$ cat src/rtl/core/esc_pkg.sv
// Shared types, constants, microcode program and calendar tables for the
// epoch-seconds-to-calendar converter. No dependencies.
package esc_pkg;

  localparam int unsigned EpochW = 32;
  localparam int unsigned ZoneW  = 17;
  localparam int unsigned DayW   = 16;
  localparam int unsigned DivW   = 18;
  localparam int unsigned MulInW = 25;
  localparam int unsigned MulW   = 26;
  localparam int unsigned ProdW  = MulInW + MulW;
  localparam int unsigned AddrW  = 3;
  localparam int unsigned DataW  = 32;
  localparam int unsigned UpcW   = 4;

  localparam logic [7:0]      FirstYear   = 8'd70;
  localparam logic [DayW:0]   WeekdayBias = 17'd4;
  localparam logic [3:0]      LastMonth   = 4'd11;

  typedef enum logic [3:0] {
    OP_NOP,
    OP_LOAD,
    OP_DIV,
    OP_SAVE_DAY,
    OP_SAVE_HOUR,
    OP_SAVE_MIN,
    OP_SAVE_WDAY,
    OP_YEAR,
    OP_MONTH,
    OP_DONE
  } op_t;

  typedef enum logic [1:0] {
    DIV_DAY,
    DIV_HOUR,
    DIV_MIN,
    DIV_WEEK
  } dsel_t;

  typedef enum logic [1:0] {
    COND_NONE,
    COND_START,
    COND_YEAR,
    COND_MONTH
  } cond_t;

  typedef logic [UpcW-1:0] upc_t;

  localparam upc_t UPC_IDLE      = 4'd0;
  localparam upc_t UPC_DIV_DAY   = 4'd1;
  localparam upc_t UPC_SAVE_DAY  = 4'd2;
  localparam upc_t UPC_DIV_HOUR  = 4'd3;
  localparam upc_t UPC_SAVE_HOUR = 4'd4;
  localparam upc_t UPC_DIV_MIN   = 4'd5;
  localparam upc_t UPC_SAVE_MIN  = 4'd6;
  localparam upc_t UPC_DIV_WEEK  = 4'd7;
  localparam upc_t UPC_SAVE_WDAY = 4'd8;
  localparam upc_t UPC_YEAR      = 4'd9;
  localparam upc_t UPC_MONTH     = 4'd10;
  localparam upc_t UPC_DONE      = 4'd11;

  typedef struct packed {
    op_t             op;
    dsel_t           dsel;
    cond_t           cond;
    upc_t            next;
  } uword_t;

  typedef struct packed {
    op_t   op;
    dsel_t dsel;
  } dp_ctl_t;

  typedef struct packed {
    logic year_more;
    logic month_more;
  } dp_stat_t;

  typedef struct packed {
    logic [2:0]      pre;
    logic [MulW-1:0] mul;
    logic [5:0]      post;
  } recip_t;

  function automatic uword_t ucode(upc_t addr);
    uword_t w;
    unique case (addr)
      UPC_IDLE:      w = '{OP_LOAD,      DIV_DAY,  COND_START, UPC_DIV_DAY};
      UPC_DIV_DAY:   w = '{OP_DIV,       DIV_DAY,  COND_NONE,  UPC_SAVE_DAY};
      UPC_SAVE_DAY:  w = '{OP_SAVE_DAY,  DIV_DAY,  COND_NONE,  UPC_DIV_HOUR};
      UPC_DIV_HOUR:  w = '{OP_DIV,       DIV_HOUR, COND_NONE,  UPC_SAVE_HOUR};
      UPC_SAVE_HOUR: w = '{OP_SAVE_HOUR, DIV_HOUR, COND_NONE,  UPC_DIV_MIN};
      UPC_DIV_MIN:   w = '{OP_DIV,       DIV_MIN,  COND_NONE,  UPC_SAVE_MIN};
      UPC_SAVE_MIN:  w = '{OP_SAVE_MIN,  DIV_MIN,  COND_NONE,  UPC_DIV_WEEK};
      UPC_DIV_WEEK:  w = '{OP_DIV,       DIV_WEEK, COND_NONE,  UPC_SAVE_WDAY};
      UPC_SAVE_WDAY: w = '{OP_SAVE_WDAY, DIV_WEEK, COND_NONE,  UPC_YEAR};
      UPC_YEAR:      w = '{OP_YEAR,      DIV_DAY,  COND_YEAR,  UPC_MONTH};
      UPC_MONTH:     w = '{OP_MONTH,     DIV_DAY,  COND_MONTH, UPC_DONE};
      UPC_DONE:      w = '{OP_DONE,      DIV_DAY,  COND_NONE,  UPC_IDLE};
      default:       w = '{OP_NOP,       DIV_DAY,  COND_NONE,  UPC_IDLE};
    endcase
    return w;
  endfunction

  function automatic logic [DivW-1:0] divisor(dsel_t sel);
    logic [DivW-1:0] d;
    unique case (sel)
      DIV_DAY:  d = 18'd86400;
      DIV_HOUR: d = 18'd3600;
      DIV_MIN:  d = 18'd60;
      DIV_WEEK: d = 18'd7;
      default:  d = 18'd86400;
    endcase
    return d;
  endfunction

  // The quotient is ((x >> pre) * mul) >> post, exact over the range of
  // dividends that each split sees.
  function automatic recip_t recip(dsel_t sel);
    recip_t r;
    unique case (sel)
      DIV_DAY:  r = '{3'd7, 26'd50903317, 6'd35};
      DIV_HOUR: r = '{3'd4, 26'd9321,     6'd21};
      DIV_MIN:  r = '{3'd2, 26'd1093,     6'd14};
      DIV_WEEK: r = '{3'd0, 26'd74899,    6'd19};
      default:  r = '{3'd7, 26'd50903317, 6'd35};
    endcase
    return r;
  endfunction

  // Years are counted from 1900; within an 8-bit count the century years are
  // 1900, 2000 and 2100, of which 1900 and 2100 are common years and 2000 a leap year.
  function automatic logic is_leap(logic [7:0] y);
    return (y[1:0] == 2'd0) && (y != 8'd0) && (y != 8'd200);
  endfunction

  function automatic logic [8:0] year_len(logic [7:0] y);
    return is_leap(y) ? 9'd366 : 9'd365;
  endfunction

  function automatic logic [4:0] month_len(logic leap, logic [3:0] m);
    logic [4:0] n;
    case (m)
      4'd1:                     n = leap ? 5'd29 : 5'd28;
      4'd3, 4'd5, 4'd8, 4'd10:  n = 5'd30;
      default:                  n = 5'd31;
    endcase
    return n;
  endfunction

endpackage

$ cat src/rtl/core/esc_datapath.sv
// Datapath of the converter: reciprocal-multiply divider, year and month
// reduction and the result registers. Driven by the sequencer; depends on esc_pkg.
module esc_datapath (
  input  logic                        clk,
  input  esc_pkg::dp_ctl_t            ctl,
  input  logic [esc_pkg::EpochW-1:0]  epoch_seconds,
  input  logic [esc_pkg::ZoneW-1:0]   zone_offset,
  output esc_pkg::dp_stat_t           stat,
  output logic [5:0]                  second,
  output logic [5:0]                  minute,
  output logic [4:0]                  hour,
  output logic [2:0]                  weekday,
  output logic [7:0]                  years_since_1900,
  output logic [8:0]                  day_of_year,
  output logic [3:0]                  month,
  output logic [4:0]                  day_of_month
);
  import esc_pkg::*;

  logic [EpochW-1:0] acc;
  logic [DayW-1:0]   quot;
  logic [DayW-1:0]   days;

  logic [EpochW-1:0]    shifted;
  recip_t               rc;
  logic [MulInW-1:0]    mul_in;
  logic [ProdW-1:0]     prod;
  logic [DayW-1:0]      quot_next;
  logic [DivW-1:0]      dvs;
  logic [DayW+DivW-1:0] back;
  logic [EpochW-1:0]    rem;
  logic [8:0]           ylen;
  logic [4:0]           mlen;
  logic [DayW:0]        days_biased;

  always_comb begin
    shifted     = epoch_seconds - {{(EpochW-ZoneW){zone_offset[ZoneW-1]}}, zone_offset};
    rc          = recip(ctl.dsel);
    dvs         = divisor(ctl.dsel);
    mul_in      = MulInW'(acc >> rc.pre);
    prod        = {{MulW{1'b0}}, mul_in} * {{MulInW{1'b0}}, rc.mul};
    quot_next   = DayW'(prod >> rc.post);
    back        = {{DivW{1'b0}}, quot} * {{DayW{1'b0}}, dvs};
    rem         = acc - back[EpochW-1:0];
    ylen        = year_len(years_since_1900);
    mlen        = month_len(is_leap(years_since_1900), month);
    days_biased = {1'b0, days} + WeekdayBias;
    stat.year_more  = (days >= DayW'(ylen));
    stat.month_more = (month < LastMonth) && (days >= DayW'(mlen));
  end

  always_ff @(posedge clk) begin
    unique case (ctl.op)
      OP_LOAD: begin
        acc <= shifted;
      end
      OP_DIV: begin
        quot <= quot_next;
      end
      OP_SAVE_DAY: begin
        days <= quot;
        acc  <= rem;
      end
      OP_SAVE_HOUR: begin
        hour <= quot[4:0];
        acc  <= rem;
      end
      OP_SAVE_MIN: begin
        minute <= quot[5:0];
        second <= rem[5:0];
        acc    <= {{(EpochW-DayW-1){1'b0}}, days_biased};
      end
      OP_SAVE_WDAY: begin
        weekday          <= rem[2:0];
        years_since_1900 <= FirstYear;
      end
      OP_YEAR: begin
        if (stat.year_more) begin
          days             <= days - DayW'(ylen);
          years_since_1900 <= years_since_1900 + 8'd1;
        end else begin
          day_of_year <= days[8:0];
          month       <= '0;
        end
      end
      OP_MONTH: begin
        if (stat.month_more) begin
          days  <= days - DayW'(mlen);
          month <= month + 4'd1;
        end else begin
          day_of_month <= days[4:0] + 5'd1;
        end
      end
      OP_NOP, OP_DONE: begin
      end
      default: begin
      end
    endcase
  end

endmodule

$ cat src/rtl/core/epoch_seconds_to_calendar_top.sv
// Top level of the epoch-seconds-to-calendar converter: microcode sequencer,
// zone offset register with its APB port. Depends on esc_pkg, esc_datapath.
//
// An item is taken when start is high and busy is low. The result appears
// for one cycle with done high, after the day, hour, minute and weekday
// splits, each a reciprocal multiply followed by a remainder step, and the
// year and month loops, which remove one year or one month per cycle. The
// receiver cannot stall: each result must be taken in the cycle in which
// done is high. busy falls in the cycle after done.
module epoch_seconds_to_calendar_top (
  input  logic                        clk,
  input  logic                        rst,
  input  logic                        psel,
  input  logic                        penable,
  input  logic                        pwrite,
  input  logic [esc_pkg::AddrW-1:0]   paddr,
  input  logic [esc_pkg::DataW-1:0]   pwdata,
  output logic [esc_pkg::DataW-1:0]   prdata,
  output logic                        pready,
  input  logic                        start,
  output logic                        busy,
  input  logic [esc_pkg::EpochW-1:0]  epoch_seconds,
  output logic                        done,
  output logic [5:0]                  second,
  output logic [5:0]                  minute,
  output logic [4:0]                  hour,
  output logic [2:0]                  weekday,
  output logic [7:0]                  years_since_1900,
  output logic [8:0]                  day_of_year,
  output logic [3:0]                  month,
  output logic [4:0]                  day_of_month
);
  import esc_pkg::*;

  logic [ZoneW-1:0] zone_offset;
  upc_t             upc;
  upc_t             upc_next;
  uword_t           uw;
  logic             adv;
  dp_ctl_t          ctl;
  dp_stat_t         stat;
  logic             reg_sel;

  assign pready  = 1'b1;
  assign reg_sel = (paddr[AddrW-1] == 1'b0);
  assign prdata  = reg_sel ? DataW'(zone_offset) : '0;

  always_ff @(posedge clk) begin
    if (rst) begin
      zone_offset <= '0;
    end else if (psel && penable && pwrite && pready && reg_sel) begin
      zone_offset <= pwdata[ZoneW-1:0];
    end
  end

  always_comb begin
    uw = ucode(upc);
    case (uw.cond)
      COND_START: adv = start;
      COND_YEAR:  adv = !stat.year_more;
      COND_MONTH: adv = !stat.month_more;
      default:    adv = 1'b1;
    endcase
    upc_next = adv ? uw.next : upc;
    ctl.op   = (uw.cond == COND_START && !start) ? OP_NOP : uw.op;
    ctl.dsel = uw.dsel;
    busy     = (upc != UPC_IDLE);
    done     = (uw.op == OP_DONE);
  end

  always_ff @(posedge clk) begin
    if (rst) begin
      upc <= UPC_IDLE;
    end else begin
      upc <= upc_next;
    end
  end

  esc_datapath u_datapath (
    .clk              (clk),
    .ctl              (ctl),
    .epoch_seconds    (epoch_seconds),
    .zone_offset      (zone_offset),
    .stat             (stat),
    .second           (second),
    .minute           (minute),
    .hour             (hour),
    .weekday          (weekday),
    .years_since_1900 (years_since_1900),
    .day_of_year      (day_of_year),
    .month            (month),
    .day_of_month     (day_of_month)
  );

  a_accept_busy: assert property (@(posedge clk) disable iff (rst)
    start && !busy |=> busy)
    else $error("accepted transfer did not raise busy");

  a_done_in_busy: assert property (@(posedge clk) disable iff (rst)
    done |-> busy)
    else $error("result strobe outside a conversion");

  a_done_ends: assert property (@(posedge clk) disable iff (rst)
    done |=> !busy && !done)
    else $error("sequencer did not return to idle after a result");

  a_result_range: assert property (@(posedge clk) disable iff (rst)
    done |-> month <= LastMonth && day_of_month != 5'd0 && hour <= 5'd23
             && minute <= 6'd59 && second <= 6'd59 && weekday <= 3'd6)
    else $error("result field out of range");

endmodule

$ cat config.mk
export PLATFORM = sky130hd
export DESIGN_NAME = epoch_seconds_to_calendar_top
export DESIGN_NICKNAME = d
export VERILOG_FILES = /design/src/rtl/core/esc_pkg.sv /design/src/rtl/core/esc_datapath.sv /design/src/rtl/core/epoch_seconds_to_calendar_top.sv
export SDC_FILE = /design/constraint.sdc
export NUM_CORES = 2
export LEC_CHECK = 0
export BUFFER_PORTS_ARGS = -buffer_cell sky130_fd_sc_hd__buf_2
export CELL_PAD_IN_SITES_DETAIL_PLACEMENT = 1
export CELL_PAD_IN_SITES_GLOBAL_PLACEMENT = 2
export CORE_MARGIN = 3
export CORE_UTILIZATION = 44
export CTS_CLUSTER_DIAMETER = 150
export DETAILED_ROUTE_END_ITERATION = 10
export PLACE_DENSITY = 0.95
export SYNTH_ARGS = -nofsm -noshare
export SYNTH_HDL_FRONTEND = slang
export SYNTH_HIERARCHICAL = 1
export SYNTH_SLANG_ARGS = --single-unit
$ cat constraint.sdc
create_clock -name clk -period 26.7 [get_ports clk]
set_clock_uncertainty 0.1 [all_clocks]
set_input_delay 5.34 -clock clk [delete_from_list [all_inputs] [get_ports clk]]
set_output_delay 5.34 -clock clk [all_outputs]
set_load 0.1 [all_outputs]
==> impl_metrics.ini <==
[status]
status = finished clean

[place]
place.gp.congestion = 0.929
place_hpwl_um = 101000
placed_area_um2 = 38000
io_buffers = 120

[route]
drt_iter0_markers = 1931
route.detailed.drc = 0
vias = 29900
drtPass1Iterations = 5
vias_per_cell = 5.74
wl_um = 120000
antenna_left = 0
wl_per_cell_um = 23.0

[worst_hold_path]
hold_end = zone_offset[8]
hold_start = zone_offset[8]
hold_class = reg -> reg
holdPathStages = 2

[setup_path]
crit_arrival_ns = 11.93
r2r_end = u_datapath/quot[13]
critical_path.top_delay_family = adder cells
reg2reg_from = uw[7]
cp_num_buf_inv = 7
rr_worst_depth = 32
critPathCaptureType = flop
path_max_fanout = 27
criticalPathCategory = reg -> reg
cpPeakStageDelay_ns = 0.89
start_kind = flop
reg2reg_slack_ns = 14.91
crit_required_ns = 26.84
cp_slowest_cell = nor2_1

[die]
core_region_area_um2 = 81300
die_area_um2 = 86300
io_pins = 154
die_x_um = 294
rows = 104
start_util = 0.448
die_y_um = 294

[logic_synthesis]
seq_area_frac_synth = 0.109
synth_mux_area_frac = 0.0336
async_flop_share = 0
synth_top_family_by_area = adder cells
synth_cell_type_count = 100
synth_xor_area_frac = 0.0289
synth_compound_area_frac = 0.133
synthCells = 4120
synth_edf_count = 110
synth_warnings = 6
netlist_area_um2 = 36400
syn_avg_cell_area_um2 = 8.84
synth_seq_cells = 143
synth_ff_type = edfxtp_1
yosys.area_share.simple = 0.131
synthAdderAreaFrac = 0.454

[flow_run]
cap_violations = 0

[finish]
design_area_um2 = 38600
areaGrowthSynthToFinish_pct = 5.92
drive_gt1_frac = 0.0667
num_antenna_cells = 0
nets = 5210
fin_util = 0.474

[sta]
period_needed_ns = 11.79
slew_headroom = 0.262
fin_tns_setup_ns = 0
max_freq_mhz = 84.8
setup_viol = 0
final_hold_viol_count = 0
tightestPinTransition_ns = 1.08
period_share = 0.442
drv_slew = 0
rsz0062_at_grt = false

[grt]
grt_max_degree = 69
antenna_found_initial = 1
track_usage = 0.283
grt_pass1_vias = 33300
gr-total-overflow = 0
grt_pass1_wl_um = 189000

[clocking]
cts_htree_levels = 4
ctsHoldBuffers = 0
clock_latency_ns = 0.45
clockBufferDepth = 2
root_buffer = clkbuf_16
post_cts_resized = 0
cts_setup_buffers = 0
cts_tree = built
cts.sinks = 143
cts_made_buffers = 17
clk_pin_slew_ns = 0.06
-- Yosys cell counts (all sizes together) (55+ instances only) --
master,number,area (µm²)
a21o,57,435
a21oi,188,945
and2,110,688
buf,60,347
clkbuf,119,448
edfxtp,110,3300
fa,537,10800
ha,463,5790
inv,862,3240
mux2i,67,683
nand2,330,1250
nand3,55,275
nor2,242,908
o21ai,143,719
xnor2,58,508
xor2,62,543
-- logic make-up (layout without fill, tap and decap cells) --
family | count (synthesis) | after routing
flip-flops | 143 | 143
multiplexers | 101 | 101
other | 4 | 28
adder cells (fa/ha/maj) | 1000 | 1000
XOR/XNOR | 120 | 120
AO/OA/AOI/OAI | 717 | 717
AND/OR/NAND/NOR | 994 | 994
buffers and inverters | 1041 | 1047
-- stage by stage --
step	std cells	worst slack [ns]	hold WS, ns
final	5210	14.91	0.371
after global routing	5210	14.49	0.400
after CTS	5210	15.06	0.373
after detailed placement	5178	15.09	0.363
after global placement	5178	15.11	0.362
after floorplan	4144	14.39	0.324
-- cell usage in the layout, fill, tap and decap left out, drive strengths merged, types with 17 or more instances in the layout --
cell,instances
dfxtp,33
nor2b,43
fa,537
inv,871
edfxtp,110
o21ai,143
o21a,27
nand2b,38
and2,110
nor4,17
o211ai,30
nor2,242
xor2,62
conb,28
ha,463
xnor2,58
a31oi,26
nand4,28
o22ai,25
a21o,57
clkbuf,17
buf,153
o21bai,17
mux2,21
o221ai,18
a211oi,31
a21oi,188
and3,24
a211o,19
mux2i,67
nand3,55
nor3,49
nand2,330
-- worst max-delay path by stage --
stage	start	slack, ns	endpoint	cells after the start
2_1_floorplan	paddr[2]	14.39	prdata[10]	2
3_3_place_gp	paddr[2]	15.11	prdata[2]	3
3_5_place_dp	paddr[2]	15.09	prdata[14]	3
4_1_cts	uw[7]	15.06	u_datapath/quot[13]	32
5_1_grt	uw[7]	14.49	u_datapath/quot[13]	32
6_report	uw[7]	14.91	u_datapath/quot[13]	32
-- cell type report --
cell class / count / area, µm²
timing repair buffer: 153 / 848
sequential: 143 / 3960
clock inverter: 15 / 195
tap: 1060 / 1330
fill: 9569 / 42700
multi-input combinational: 2960 / 28600
inverter: 862 / 3240
clock buffer: 17 / 425
-- registers in the layout, summed over array words and instances, names as in the netlist --
register / flops
u_datapath/acc: 32
zone_offset: 17
u_datapath/days: 16
u_datapath/quot: 16
uw: 12
u_datapath/day_of_year: 9
u_datapath/years_since_1900: 8
u_datapath/minute: 6
u_datapath/second: 6
u_datapath/day_of_month: 5
u_datapath/hour: 5
u_datapath/month: 4
upc: 4
u_datapath/weekday: 3
-- worst reg2reg max path, delay by kind of cell (launching register included) --
kind	cells	cell delay [ns]
multiplexers	1	0.48
AND/OR/NAND/NOR	5	1.67
AO/OA/AOI/OAI	10	3.58
flip-flops	1	0.77
buffers and inverters	7	0.62
adder cells (fa/ha/maj)	9	4.35
-- layer usage --
metal / vias to the layer above / routed length [µm] / track usage
li1: 13500 / - / -
met1: 15200 / 48000 / 0.350
met2: 964 / 60300 / 0.500
met3: 295 / 5520 / 0.0275
met4: 0 / 6020 / 0.130
met5: - / 0 / 0
Power is not shown: default switching activity piles up to over one toggle a cycle in this logic, so the estimate is an artifact.
